**src/rtl/dlr_pkg.sv**
```systemverilog
// shared types, widths and codes for the dda line rasteriser
// no dependencies; every rtl file refers to this package by scoped names
package dlr_pkg;

    // geometry and fixed-point format
    localparam int COORD_BITS = 11;
    localparam int FRAC_BITS  = 16;
    localparam int ACC_W      = COORD_BITS + FRAC_BITS;   // unsigned position, biased by one half
    localparam int STEP_W     = FRAC_BITS + 2;            // signed q1.frac increment
    localparam int QUOT_W     = FRAC_BITS + 1;            // increment magnitude, at most 1.0
    localparam int CNT_W      = $clog2(QUOT_W);
    localparam int REM_W      = COORD_BITS + 1;

    // configuration registers
    localparam int COLOR_W    = 32;
    localparam int SIZE_W     = 8;
    localparam int CFG_DATA_W = 32;
    localparam int CFG_IDX_W  = 1;
    localparam logic [CFG_IDX_W-1:0] CFG_PIXEL_COLOR = 1'd0;
    localparam logic [CFG_IDX_W-1:0] CFG_DOT_RADIUS  = 1'd1;
    localparam logic [COLOR_W-1:0]   COLOR_RESET     = 32'hFFFF_0000;
    localparam logic [SIZE_W-1:0]    SIZE_RESET      = 8'd5;

    // request kinds
    localparam logic MODE_LOAD = 1'b0;
    localparam logic MODE_STEP = 1'b1;

    // stream widths
    localparam int IN_FIELDS_W  = 4 * COORD_BITS;
    localparam int IN_TDATA_W   = ((IN_FIELDS_W + 7) / 8) * 8;
    localparam int OUT_FIELDS_W = 2 * COORD_BITS + COLOR_W + SIZE_W;
    localparam int OUT_TDATA_W  = ((OUT_FIELDS_W + 7) / 8) * 8;

    // command queue
    localparam int Q_DEPTH = 2;
    localparam int Q_PTR_W = $clog2(Q_DEPTH);
    localparam int Q_CNT_W = $clog2(Q_DEPTH + 1);

    // classified request as held in the queue
    typedef struct packed {
        logic                  mode;
        logic [COORD_BITS-1:0] x_start;
        logic [COORD_BITS-1:0] y_start;
        logic [COORD_BITS-1:0] steps;    // larger of |dx| and |dy|
        logic [COORD_BITS-1:0] minor;    // smaller of |dx| and |dy|
        logic                  x_major;
        logic                  x_neg;
        logic                  y_neg;
    } t_cmd;

    typedef struct packed {
        logic                  start;
        logic [COORD_BITS-1:0] num;
        logic [COORD_BITS-1:0] den;
    } t_div_req;

    typedef struct packed {
        logic              busy;
        logic              done;
        logic [QUOT_W-1:0] quot;
    } t_div_rsp;

endpackage

```
**src/rtl/dlr_front.sv**
```systemverilog
// request classifier: unpacks endpoints, finds major axis, step count and signs
// depends on dlr_pkg
module dlr_front (
    input  logic                             i_valid,
    input  logic [dlr_pkg::IN_TDATA_W-1:0]   i_tdata,
    input  logic                             i_tuser,
    output logic                             o_ready,
    input  logic                             i_full,
    output logic                             o_push,
    output dlr_pkg::t_cmd                    o_cmd
);

    localparam int C = dlr_pkg::COORD_BITS;

    logic [C-1:0] xs, ys, xe, ye;
    logic [C-1:0] adx, ady;
    logic         x_neg, y_neg, x_major;

    assign xs = i_tdata[C-1:0];
    assign ys = i_tdata[2*C-1:C];
    assign xe = i_tdata[3*C-1:2*C];
    assign ye = i_tdata[4*C-1:3*C];

    always_comb begin
        x_neg   = xe < xs;
        y_neg   = ye < ys;
        adx     = x_neg ? xs - xe : xe - xs;
        ady     = y_neg ? ys - ye : ye - ys;
        x_major = adx >= ady;
    end

    assign o_ready = !i_full;
    assign o_push  = i_valid && !i_full;

    always_comb begin
        o_cmd.mode    = i_tuser;
        o_cmd.x_start = xs;
        o_cmd.y_start = ys;
        o_cmd.steps   = x_major ? adx : ady;
        o_cmd.minor   = x_major ? ady : adx;
        o_cmd.x_major = x_major;
        o_cmd.x_neg   = x_neg;
        o_cmd.y_neg   = y_neg;
    end

endmodule

```
**src/rtl/dlr_fifo.sv**
```systemverilog
// short command queue between classifier and stepping engine
// depends on dlr_pkg
module dlr_fifo (
    input  logic          i_clk,
    input  logic          i_rst_n,
    input  logic          i_push,
    input  dlr_pkg::t_cmd i_cmd,
    output logic          o_full,
    input  logic          i_pop,
    output dlr_pkg::t_cmd o_cmd,
    output logic          o_empty
);

    dlr_pkg::t_cmd r_mem [dlr_pkg::Q_DEPTH];
    logic [dlr_pkg::Q_PTR_W-1:0] r_wr_ptr, r_rd_ptr;
    logic [dlr_pkg::Q_CNT_W-1:0] r_count;

    assign o_full  = r_count == dlr_pkg::Q_CNT_W'(dlr_pkg::Q_DEPTH);
    assign o_empty = r_count == '0;
    assign o_cmd   = r_mem[r_rd_ptr];

    always_ff @(posedge i_clk) begin
        if (i_push) begin
            r_mem[r_wr_ptr] <= i_cmd;
        end
    end

    always_ff @(posedge i_clk) begin
        if (!i_rst_n) begin
            r_wr_ptr <= '0;
            r_rd_ptr <= '0;
            r_count  <= '0;
        end else begin
            if (i_push) begin
                r_wr_ptr <= r_wr_ptr + 1'b1;
            end
            if (i_pop) begin
                r_rd_ptr <= r_rd_ptr + 1'b1;
            end
            if (i_push && !i_pop) begin
                r_count <= r_count + 1'b1;
            end else if (i_pop && !i_push) begin
                r_count <= r_count - 1'b1;
            end
        end
    end

endmodule

```
**src/rtl/dlr_div.sv**
```systemverilog
// radix-2 restoring divider for the minor-axis increment, one quotient bit per cycle
// depends on dlr_pkg
module dlr_div (
    input  logic              i_clk,
    input  logic              i_rst_n,
    input  dlr_pkg::t_div_req i_req,
    output dlr_pkg::t_div_rsp o_rsp
);

    localparam int C = dlr_pkg::COORD_BITS;

    logic                         r_busy, r_done;
    logic [dlr_pkg::CNT_W-1:0]    r_cnt;
    logic [dlr_pkg::REM_W-1:0]    r_rem;
    logic [C-1:0]                 r_den;
    logic [dlr_pkg::QUOT_W-1:0]   r_quot;

    logic                         ge;
    logic [dlr_pkg::REM_W-1:0]    diff;

    always_comb begin
        ge   = r_rem >= {1'b0, r_den};
        diff = ge ? r_rem - {1'b0, r_den} : r_rem;
    end

    // partial remainder starts at num since the low dividend bits are zero
    always_ff @(posedge i_clk) begin
        if (i_req.start) begin
            r_rem  <= {1'b0, i_req.num};
            r_den  <= i_req.den;
            r_quot <= '0;
        end else if (r_busy) begin
            r_rem  <= {diff[C-1:0], 1'b0};
            r_quot <= {r_quot[dlr_pkg::QUOT_W-2:0], ge};
        end
    end

    always_ff @(posedge i_clk) begin
        if (!i_rst_n) begin
            r_busy <= 1'b0;
            r_done <= 1'b0;
            r_cnt  <= '0;
        end else begin
            r_done <= 1'b0;
            if (i_req.start) begin
                r_busy <= 1'b1;
                r_cnt  <= dlr_pkg::CNT_W'(dlr_pkg::QUOT_W - 1);
            end else if (r_busy) begin
                r_cnt <= r_cnt - 1'b1;
                if (r_cnt == '0) begin
                    r_busy <= 1'b0;
                    r_done <= 1'b1;
                end
            end
        end
    end

    assign o_rsp.busy = r_busy;
    assign o_rsp.done = r_done;
    assign o_rsp.quot = r_quot;

endmodule

```
**src/rtl/dlr_back.sv**
```systemverilog
// stepping engine: loads lines, forms increments, advances accumulators, drives result register
// depends on dlr_pkg; uses dlr_div through the request and response structs
module dlr_back (
    input  logic                              i_clk,
    input  logic                              i_rst_n,
    input  dlr_pkg::t_cmd                     i_cmd,
    input  logic                              i_empty,
    output logic                              o_pop,
    output dlr_pkg::t_div_req                 o_div_req,
    input  dlr_pkg::t_div_rsp                 i_div_rsp,
    input  logic [dlr_pkg::COLOR_W-1:0]       i_color,
    input  logic [dlr_pkg::SIZE_W-1:0]        i_size,
    output logic                              o_valid,
    input  logic                              i_ready,
    output logic [dlr_pkg::OUT_TDATA_W-1:0]   o_tdata,
    output logic                              o_tlast
);

    localparam int C   = dlr_pkg::COORD_BITS;
    localparam int F   = dlr_pkg::FRAC_BITS;
    localparam int AW  = dlr_pkg::ACC_W;
    localparam int SW  = dlr_pkg::STEP_W;
    localparam int PAD = dlr_pkg::OUT_TDATA_W - dlr_pkg::OUT_FIELDS_W;

    localparam logic ST_IDLE = 1'b0;
    localparam logic ST_DIV  = 1'b1;

    localparam logic [dlr_pkg::QUOT_W-1:0] ONE = {1'b1, {F{1'b0}}};

    logic              r_state;
    logic              r_line_active;
    logic [AW-1:0]     r_x_acc, r_y_acc;
    logic [SW-1:0]     r_x_step, r_y_step;
    logic [C-1:0]      r_steps_left;
    logic              r_x_major, r_x_neg, r_y_neg;

    logic              r_out_valid, r_out_last;
    logic [C-1:0]      r_out_x, r_out_y;
    logic [dlr_pkg::COLOR_W-1:0] r_out_color;
    logic [dlr_pkg::SIZE_W-1:0]  r_out_size;

    logic              slot_free, is_load, is_zero;
    logic [AW-1:0]     n_x_acc, n_y_acc;
    logic [AW-1:0]     load_x_acc, load_y_acc;
    logic [dlr_pkg::QUOT_W-1:0] x_mag, y_mag;
    logic [SW-1:0]     n_x_step, n_y_step;

    assign slot_free = !r_out_valid || i_ready;
    assign o_pop     = !i_empty && (r_state == ST_IDLE) && slot_free;
    assign is_load   = i_cmd.mode == dlr_pkg::MODE_LOAD;
    assign is_zero   = i_cmd.steps == '0;

    // accumulators carry a half-pixel bias so rounding is a plain slice
    assign load_x_acc = {i_cmd.x_start, 1'b1, {(F-1){1'b0}}};
    assign load_y_acc = {i_cmd.y_start, 1'b1, {(F-1){1'b0}}};
    assign n_x_acc    = r_x_acc + {{(AW-SW){r_x_step[SW-1]}}, r_x_step};
    assign n_y_acc    = r_y_acc + {{(AW-SW){r_y_step[SW-1]}}, r_y_step};

    // major axis moves by exactly one pixel
    always_comb begin
        x_mag    = r_x_major ? ONE : i_div_rsp.quot;
        y_mag    = r_x_major ? i_div_rsp.quot : ONE;
        n_x_step = r_x_neg ? SW'(-{1'b0, x_mag}) : {1'b0, x_mag};
        n_y_step = r_y_neg ? SW'(-{1'b0, y_mag}) : {1'b0, y_mag};
    end

    always_comb begin
        o_div_req.start = o_pop && is_load && !is_zero;
        o_div_req.num   = i_cmd.minor;
        o_div_req.den   = i_cmd.steps;
    end

    // line state
    always_ff @(posedge i_clk) begin
        if (!i_rst_n) begin
            r_state       <= ST_IDLE;
            r_line_active <= 1'b0;
            r_steps_left  <= '0;
            r_x_acc       <= '0;
            r_y_acc       <= '0;
            r_x_step      <= '0;
            r_y_step      <= '0;
        end else begin
            unique case (r_state)
                ST_IDLE: begin
                    if (o_pop && is_load) begin
                        r_x_acc       <= load_x_acc;
                        r_y_acc       <= load_y_acc;
                        r_steps_left  <= i_cmd.steps;
                        r_line_active <= !is_zero;
                        if (!is_zero) begin
                            r_state <= ST_DIV;
                        end
                    end else if (o_pop && r_line_active) begin
                        r_x_acc      <= n_x_acc;
                        r_y_acc      <= n_y_acc;
                        r_steps_left <= r_steps_left - 1'b1;
                        if (r_steps_left == C'(1)) begin
                            r_line_active <= 1'b0;
                        end
                    end
                end
                ST_DIV: begin
                    if (i_div_rsp.done) begin
                        r_x_step <= n_x_step;
                        r_y_step <= n_y_step;
                        r_state  <= ST_IDLE;
                    end
                end
                default: r_state <= ST_IDLE;
            endcase
        end
    end

    always_ff @(posedge i_clk) begin
        if (o_pop && is_load) begin
            r_x_major <= i_cmd.x_major;
            r_x_neg   <= i_cmd.x_neg;
            r_y_neg   <= i_cmd.y_neg;
        end
    end

    // result register
    always_ff @(posedge i_clk) begin
        if (!i_rst_n) begin
            r_out_valid <= 1'b0;
        end else if (o_pop && (is_load || r_line_active)) begin
            r_out_valid <= 1'b1;
        end else if (i_ready) begin
            r_out_valid <= 1'b0;
        end
    end

    always_ff @(posedge i_clk) begin
        if (o_pop && is_load) begin
            r_out_x     <= i_cmd.x_start;
            r_out_y     <= i_cmd.y_start;
            r_out_last  <= is_zero;
            r_out_color <= i_color;
            r_out_size  <= i_size;
        end else if (o_pop && r_line_active) begin
            r_out_x     <= n_x_acc[AW-1:F];
            r_out_y     <= n_y_acc[AW-1:F];
            r_out_last  <= r_steps_left == C'(1);
            r_out_color <= i_color;
            r_out_size  <= i_size;
        end
    end

    assign o_valid = r_out_valid;
    assign o_tlast = r_out_last;
    assign o_tdata = {{PAD{1'b0}}, r_out_size, r_out_color, r_out_y, r_out_x};

endmodule

```
**src/rtl/dda_line_rasterizer.sv**
```systemverilog
// top level of the dda line rasteriser: configuration registers, classifier,
// command queue, divider and stepping engine; depends on dlr_pkg and all dlr_ modules
//
// a load request (tuser 0) carries two endpoints and emits the start point; each step
// request (tuser 1) emits the next point of the line, the final one with tlast set. a
// step request with no line in progress is consumed and gives nothing. step requests
// are taken back to back while the output drains. a load of a non-degenerate line
// emits its first point at once, then runs the restoring divider for the minor-axis
// increment, one quotient bit per cycle, and takes the increments up when the divider
// signals done; only then does the next request leave the queue. meanwhile later
// requests wait in the two-entry queue, and the input stays ready while the queue has
// room. every point carries the colour and dot radius as configured; the user must
// write configuration only while the block is idle; the block does not enforce this
module dda_line_rasterizer (
    input  logic                                i_clk,
    input  logic                                i_rst_n,
    // request stream
    input  logic                                s_axis_tvalid,
    output logic                                s_axis_tready,
    // x_start, y_start, x_end, y_end, zero pad
    input  logic [dlr_pkg::IN_TDATA_W-1:0]      s_axis_tdata,
    // mode
    input  logic                                s_axis_tuser,
    // point stream
    output logic                                m_axis_tvalid,
    input  logic                                m_axis_tready,
    // point_x, point_y, dot_color, dot_size, zero pad
    output logic [dlr_pkg::OUT_TDATA_W-1:0]     m_axis_tdata,
    // last_point
    output logic                                m_axis_tlast,
    // configuration write port
    input  logic                                i_cfg_we,
    input  logic [dlr_pkg::CFG_IDX_W-1:0]       i_cfg_index,
    input  logic [dlr_pkg::CFG_DATA_W-1:0]      i_cfg_data
);

    logic [dlr_pkg::COLOR_W-1:0] r_pixel_color;
    logic [dlr_pkg::SIZE_W-1:0]  r_dot_radius;

    logic              q_push, q_full, q_pop, q_empty;
    dlr_pkg::t_cmd     push_cmd, head_cmd;
    dlr_pkg::t_div_req div_req;
    dlr_pkg::t_div_rsp div_rsp;

    // configuration registers
    always_ff @(posedge i_clk) begin
        if (!i_rst_n) begin
            r_pixel_color <= dlr_pkg::COLOR_RESET;
            r_dot_radius  <= dlr_pkg::SIZE_RESET;
        end else if (i_cfg_we) begin
            unique case (i_cfg_index)
                dlr_pkg::CFG_PIXEL_COLOR: r_pixel_color <= i_cfg_data[dlr_pkg::COLOR_W-1:0];
                dlr_pkg::CFG_DOT_RADIUS:  r_dot_radius  <= i_cfg_data[dlr_pkg::SIZE_W-1:0];
            endcase
        end
    end

    // front: classify the request into a queue entry
    dlr_front u_front (
        .i_valid (s_axis_tvalid),
        .i_tdata (s_axis_tdata),
        .i_tuser (s_axis_tuser),
        .o_ready (s_axis_tready),
        .i_full  (q_full),
        .o_push  (q_push),
        .o_cmd   (push_cmd)
    );

    // queue decouples input acceptance from line stepping
    dlr_fifo u_fifo (
        .i_clk   (i_clk),
        .i_rst_n (i_rst_n),
        .i_push  (q_push),
        .i_cmd   (push_cmd),
        .o_full  (q_full),
        .i_pop   (q_pop),
        .o_cmd   (head_cmd),
        .o_empty (q_empty)
    );

    // increment divider, shared by both axes since the major axis needs none
    dlr_div u_div (
        .i_clk   (i_clk),
        .i_rst_n (i_rst_n),
        .i_req   (div_req),
        .o_rsp   (div_rsp)
    );

    // back: accumulators and the output register
    dlr_back u_back (
        .i_clk     (i_clk),
        .i_rst_n   (i_rst_n),
        .i_cmd     (head_cmd),
        .i_empty   (q_empty),
        .o_pop     (q_pop),
        .o_div_req (div_req),
        .i_div_rsp (div_rsp),
        .i_color   (r_pixel_color),
        .i_size    (r_dot_radius),
        .o_valid   (m_axis_tvalid),
        .i_ready   (m_axis_tready),
        .o_tdata   (m_axis_tdata),
        .o_tlast   (m_axis_tlast)
    );

    // a new division never starts over one in flight
    a_div_start_idle: assert property (@(posedge i_clk) disable iff (!i_rst_n)
        div_req.start |-> !div_rsp.busy)
        else $error("divider started while busy");

    // a started division is running on the next cycle
    a_div_runs: assert property (@(posedge i_clk) disable iff (!i_rst_n)
        div_req.start |=> div_rsp.busy)
        else $error("divider did not start");

    // completion is a single-cycle pulse
    a_div_done_pulse: assert property (@(posedge i_clk) disable iff (!i_rst_n)
        div_rsp.done |=> !div_rsp.done)
        else $error("divider done held for more than one cycle");

    // nothing leaves the queue while the increments are still being formed
    a_no_pop_in_div: assert property (@(posedge i_clk) disable iff (!i_rst_n)
        div_rsp.busy |-> !q_pop)
        else $error("queue popped during division");

endmodule

```
**config.mk**
```make
export PLATFORM = sky130hd
export DESIGN_NAME = dda_line_rasterizer
export DESIGN_NICKNAME = d
export VERILOG_FILES = /design/src/rtl/dlr_pkg.sv /design/src/rtl/dlr_front.sv /design/src/rtl/dlr_fifo.sv /design/src/rtl/dlr_div.sv /design/src/rtl/dlr_back.sv /design/src/rtl/dda_line_rasterizer.sv
export SDC_FILE = /design/constraint.sdc
export NUM_CORES = 1
export LEC_CHECK = 0
export BUFFER_PORTS_ARGS = -buffer_cell sky130_fd_sc_hd__buf_2
export CORE_MARGIN = 3
export CORE_UTILIZATION = 35
export CTS_CLUSTER_SIZE = 16
export DETAILED_ROUTE_END_ITERATION = 12
export PLACE_DENSITY = 0.64
export SLEW_MARGIN = 20
export SYNTH_ARGS = -nofsm -noshare
export SYNTH_HDL_FRONTEND = slang
export SYNTH_SLANG_ARGS = --single-unit
```
**constraint.sdc**
```tcl
create_clock -name i_clk -period 4.1 [get_ports i_clk]
set_clock_uncertainty 0.05 [all_clocks]
set_input_delay 0.41 -clock i_clk [delete_from_list [all_inputs] [get_ports i_clk]]
set_output_delay 0.41 -clock i_clk [all_outputs]
set_load 0.005 [all_outputs]
```
==> flow_metrics.env <==
export IMPL_gp_congestion=0.909
export IMPL_r2r_end="u_back.r_out_x[2]"
export IMPL_cts_path_max_buffers=3
export IMPL_critical_path_max_fanout=30
export IMPL_seq_area_um2=9010
export IMPL_period_share_pct=92.1
export IMPL_critPathRequiredTime_ns=4.39
export IMPL_holdWs_ns=0.0372
export IMPL_num_vias=14800
export IMPL_status="finished, final reports clean"
export IMPL_critPathKind="in2reg"
export IMPL_antenna_cells=0
export IMPL_synth_common_cells="222 x nand2_1, 184 x edfxtp_1, 174 x dfxtp_1"
export IMPL_fin_ws_ns=0.323
export IMPL_io_buffer_count=147
export IMPL_worstSkewPairLatency_ns=0.54
export IMPL_setup_tns_ns=0
export IMPL_async_flop_share_pct=0
export IMPL_synth_seq_area_share_pct=47.2
export IMPL_hp_class="in2reg"
export IMPL_syn2layout_area_growth_pct=16.4
export IMPL_yosysUniqueCellTypes=90
export IMPL_clk_pin_slew_ns=0.06
export IMPL_hold_violations=0
export IMPL_p_leak_nw=9.34
export IMPL_arrival_ns=4.07
export IMPL_end_kind="flop"
export IMPL_grt_max_degree=59
export IMPL_numCtsBuffers=38
export IMPL_synth_edf_count=184
export IMPL_pre_cts_ws_ns=-0.325
export IMPL_yosys_top_cells_area="edfxtp_1 29%, dfxtp_1 18%, ha_1 8.1%"
export IMPL_grt_pass1_wl_mm=73.7
export IMPL_die_y_um=240
export IMPL_h_tree_depth=2
export IMPL_ys_ff_latch=358
export IMPL_first_pass_iters=5
export IMPL_power_mw=13.7
export IMPL_dpl_hpwl_mm=34.2
export IMPL_worst_slew_pin_transition_ns=0.794
export IMPL_ys_warn_count=0
export IMPL_cts_sinks=358
export IMPL_post_synth_top_area_fraction_pct=28.9
export IMPL_drt_wl_total_mm=46.8
export IMPL_nFillCells=5089
export IMPL_io_pins=154
export IMPL_fp_coreArea_um2=53300
export IMPL_postSynthCellCount=1937
export IMPL_setup_viol=0
export IMPL_hold_start="i_cfg_data[19]"
export IMPL_drcViolationCount=0
export IMPL_fp_dieW_um=240
export IMPL_design_die_area_um2=57400
export IMPL_final_antenna_net_count=0
export IMPL_period_minus_slack_ns=3.78
export IMPL_holdPathEnd="r_pixel_color[19]"
export IMPL_rows=84
export IMPL_ir_drop_mv=0.302
export IMPL_avgRoutedWirePerCell_um=16.5
export IMPL_r2r_start="u_back.r_x_step[0]"
export IMPL_grt_pass1_vias=14200
export IMPL_synth_ff_type="edfxtp_1"
export IMPL_root_buffer="clkbuf_16"
export IMPL_pwr_density_cell_nw_per_um2=615
export IMPL_netlist_area_um2=19100
export IMPL_hold_path_depth=3
export IMPL_reg2reg_depth=10
export IMPL_cap_violations=0
export IMPL_num_nets_final=2340
export IMPL_drive_above_1_share_pct=16.5
export IMPL_synth_top_area_cell="edfxtp_1"
export IMPL_cts_tree="built"
export IMPL_antenna_found_initial=0
export IMPL_syn_area_per_cell_um2=9.86
export IMPL_start_util_pct=35.9
export IMPL_start_kind="input pin"
export IMPL_multi_input_area_um2=9300
export IMPL_relSlewSlack_pct=46.5
export IMPL_grtUsageTotal_pct=15.8
export IMPL_rrSetupSlack_ns=0.80
export IMPL_postLayoutCoreUtil_pct=41.7
export IMPL_grt_setup_unrepaired="yes"
export IMPL_maxClockFrequency_mhz=265
export IMPL_grt_overflow=0
export IMPL_post_synth_top_count_cell="nand2_1"
export IMPL_finalMaxSlewViolations=0
export IMPL_post_drt_via_cell_ratio=5.20
export IMPL_dr_first_iter_drc_count=988
[cell type report]
| type | instances | share of cell area (%) |
|---|---|---|
| flip-flops and latches | 358 | 40.5 |
| clock inverters | 10 | 0.467 |
| well taps | 688 | 3.87 |
| inverters | 110 | 1.87 |
| repair buffers | 239 | 6.48 |
| multi-input cells | 1376 | 41.8 |
| clock buffers | 58 | 4.98 |
[report_power, final]
part / total (mW) / switching (mW) / internal (mW)
Sequential: 5.29 / 0.412 / 4.87
Combinational: 5.02 / 3.05 / 1.97
Clock: 3.37 / 1.38 / 1.99
Total: 13.7 / 4.84 / 8.83
[metal layers]
| layer | share of wire, % | track usage [%] |
|---|---|---|
| met4 | 2.4 | 4.36 |
| met3 | 4.4 | 2.19 |
| met2 | 48 | 27.0 |
| met1 | 45 | 20.9 |
| met5 | 0 | 0 |
[cell families after synthesis]
family                   share of synthesized area (%)
AO/OA/AOI/OAI                                     17.5
XOR/XNOR                                          4.36
adder cells (fa/ha/maj)                           8.79
buffers and inverters                             4.49
flip-flops                                        47.2
multiplexers                                      4.95
other                                           0.0196
AND/OR/NAND/NOR                                   12.7
[state kept, by name, indices dropped and copies added, names as in the netlist, 2 cells and up, named ones only]
signal               cells
u_fifo.r_mem            96
u_div.r_cnt              5
u_div.r_quot            17
u_back.r_x_step         18
u_back.r_out_y          11
r_pixel_color           32
u_back.r_x_acc          27
u_back.r_out_size        8
u_back.r_y_acc          27
u_div.r_rem             12
u_fifo.r_count           2
u_div.r_den             11
r_dot_radius             8
u_back.r_steps_left     11
u_back.r_out_color      32
u_back.r_y_step         18
u_back.r_out_x          11
[cell usage in the layout, fill, tap and decap left out, drive strengths merged, types with 8 or more instances in the layout]
master | synthesis | routed
and2 | 9 | 9
or3 | 8 | 8
nand2 | 222 | 222
a21oi | 155 | 155
inv | 109 | 111
o31ai | 17 | 17
o21bai | 13 | 13
mux2 | 17 | 17
xnor2 | 53 | 53
xor2 | 42 | 42
nand3 | 36 | 36
nor2 | 144 | 144
a221oi | 8 | 8
a31oi | 9 | 9
a21o | 51 | 51
o21a | 13 | 13
nand4 | 12 | 12
edfxtp | 184 | 184
ha | 123 | 123
dfxtp | 174 | 174
o211ai | 11 | 11
nor2b | 30 | 30
mux2i | 75 | 75
nand2b | 17 | 17
a211oi | 34 | 34
nor3 | 20 | 20
a22oi | 21 | 21
clkbuf | 63 | 58
buf | 30 | 238
o21ai | 138 | 138
[through the flow]
step | cell area, um^2 | std cells
6_report | 22200 | 2839
5_1_grt | 22200 | 2839
4_1_cts | 22200 | 2838
3_5_place_dp | 21000 | 2769
3_3_place_gp | 21000 | 2769
2_1_floorplan | 19100 | 1938
[worst max-delay path, stage by stage]
cell      delay (ns)
buf_2           0.09
inv_1           0.05
ha_1            0.30
nor2b_1         0.16
o31ai_2         0.30
a211oi_2        0.16
o41ai_4         0.38
buf_4           0.18
mux2i_1         0.20
xnor2_1         0.12
ha_1            0.31
nand2_1         0.05
o21ai_0         0.15
a21oi_1         0.09
o21ai_0         0.19
a21oi_1         0.09
o21ai_0         0.16
a31o_2          0.20
buf_12          0.20
mux2i_1         0.25
[how the worst max path moves through the flow]
stage	end	startpoint	slack, ns
4_1_cts	u_fifo.r_mem[1][13]	s_axis_tdata[12]	0.22
5_1_grt	u_fifo.r_mem[0][15]	s_axis_tdata[12]	0.00006
3_3_place_gp	u_fifo.r_mem[0][16]	s_axis_tdata[12]	-0.22
3_5_place_dp	u_fifo.r_mem[0][15]	s_axis_tdata[12]	-0.33
6_report	u_fifo.r_mem[1][11]	s_axis_tdata[12]	0.32
2_1_floorplan	u_fifo.r_mem[0][15]	s_axis_tdata[12]	0.01
[what timing repair did]
item	in CTS	in global routing
hold buffers	1	0
setup endpoints to repair	0	44
resized for setup	0	1
buffers inserted	0	1
hold endpoints to repair	2	0
No activity file was read; power rests on OpenSTA's default activity.
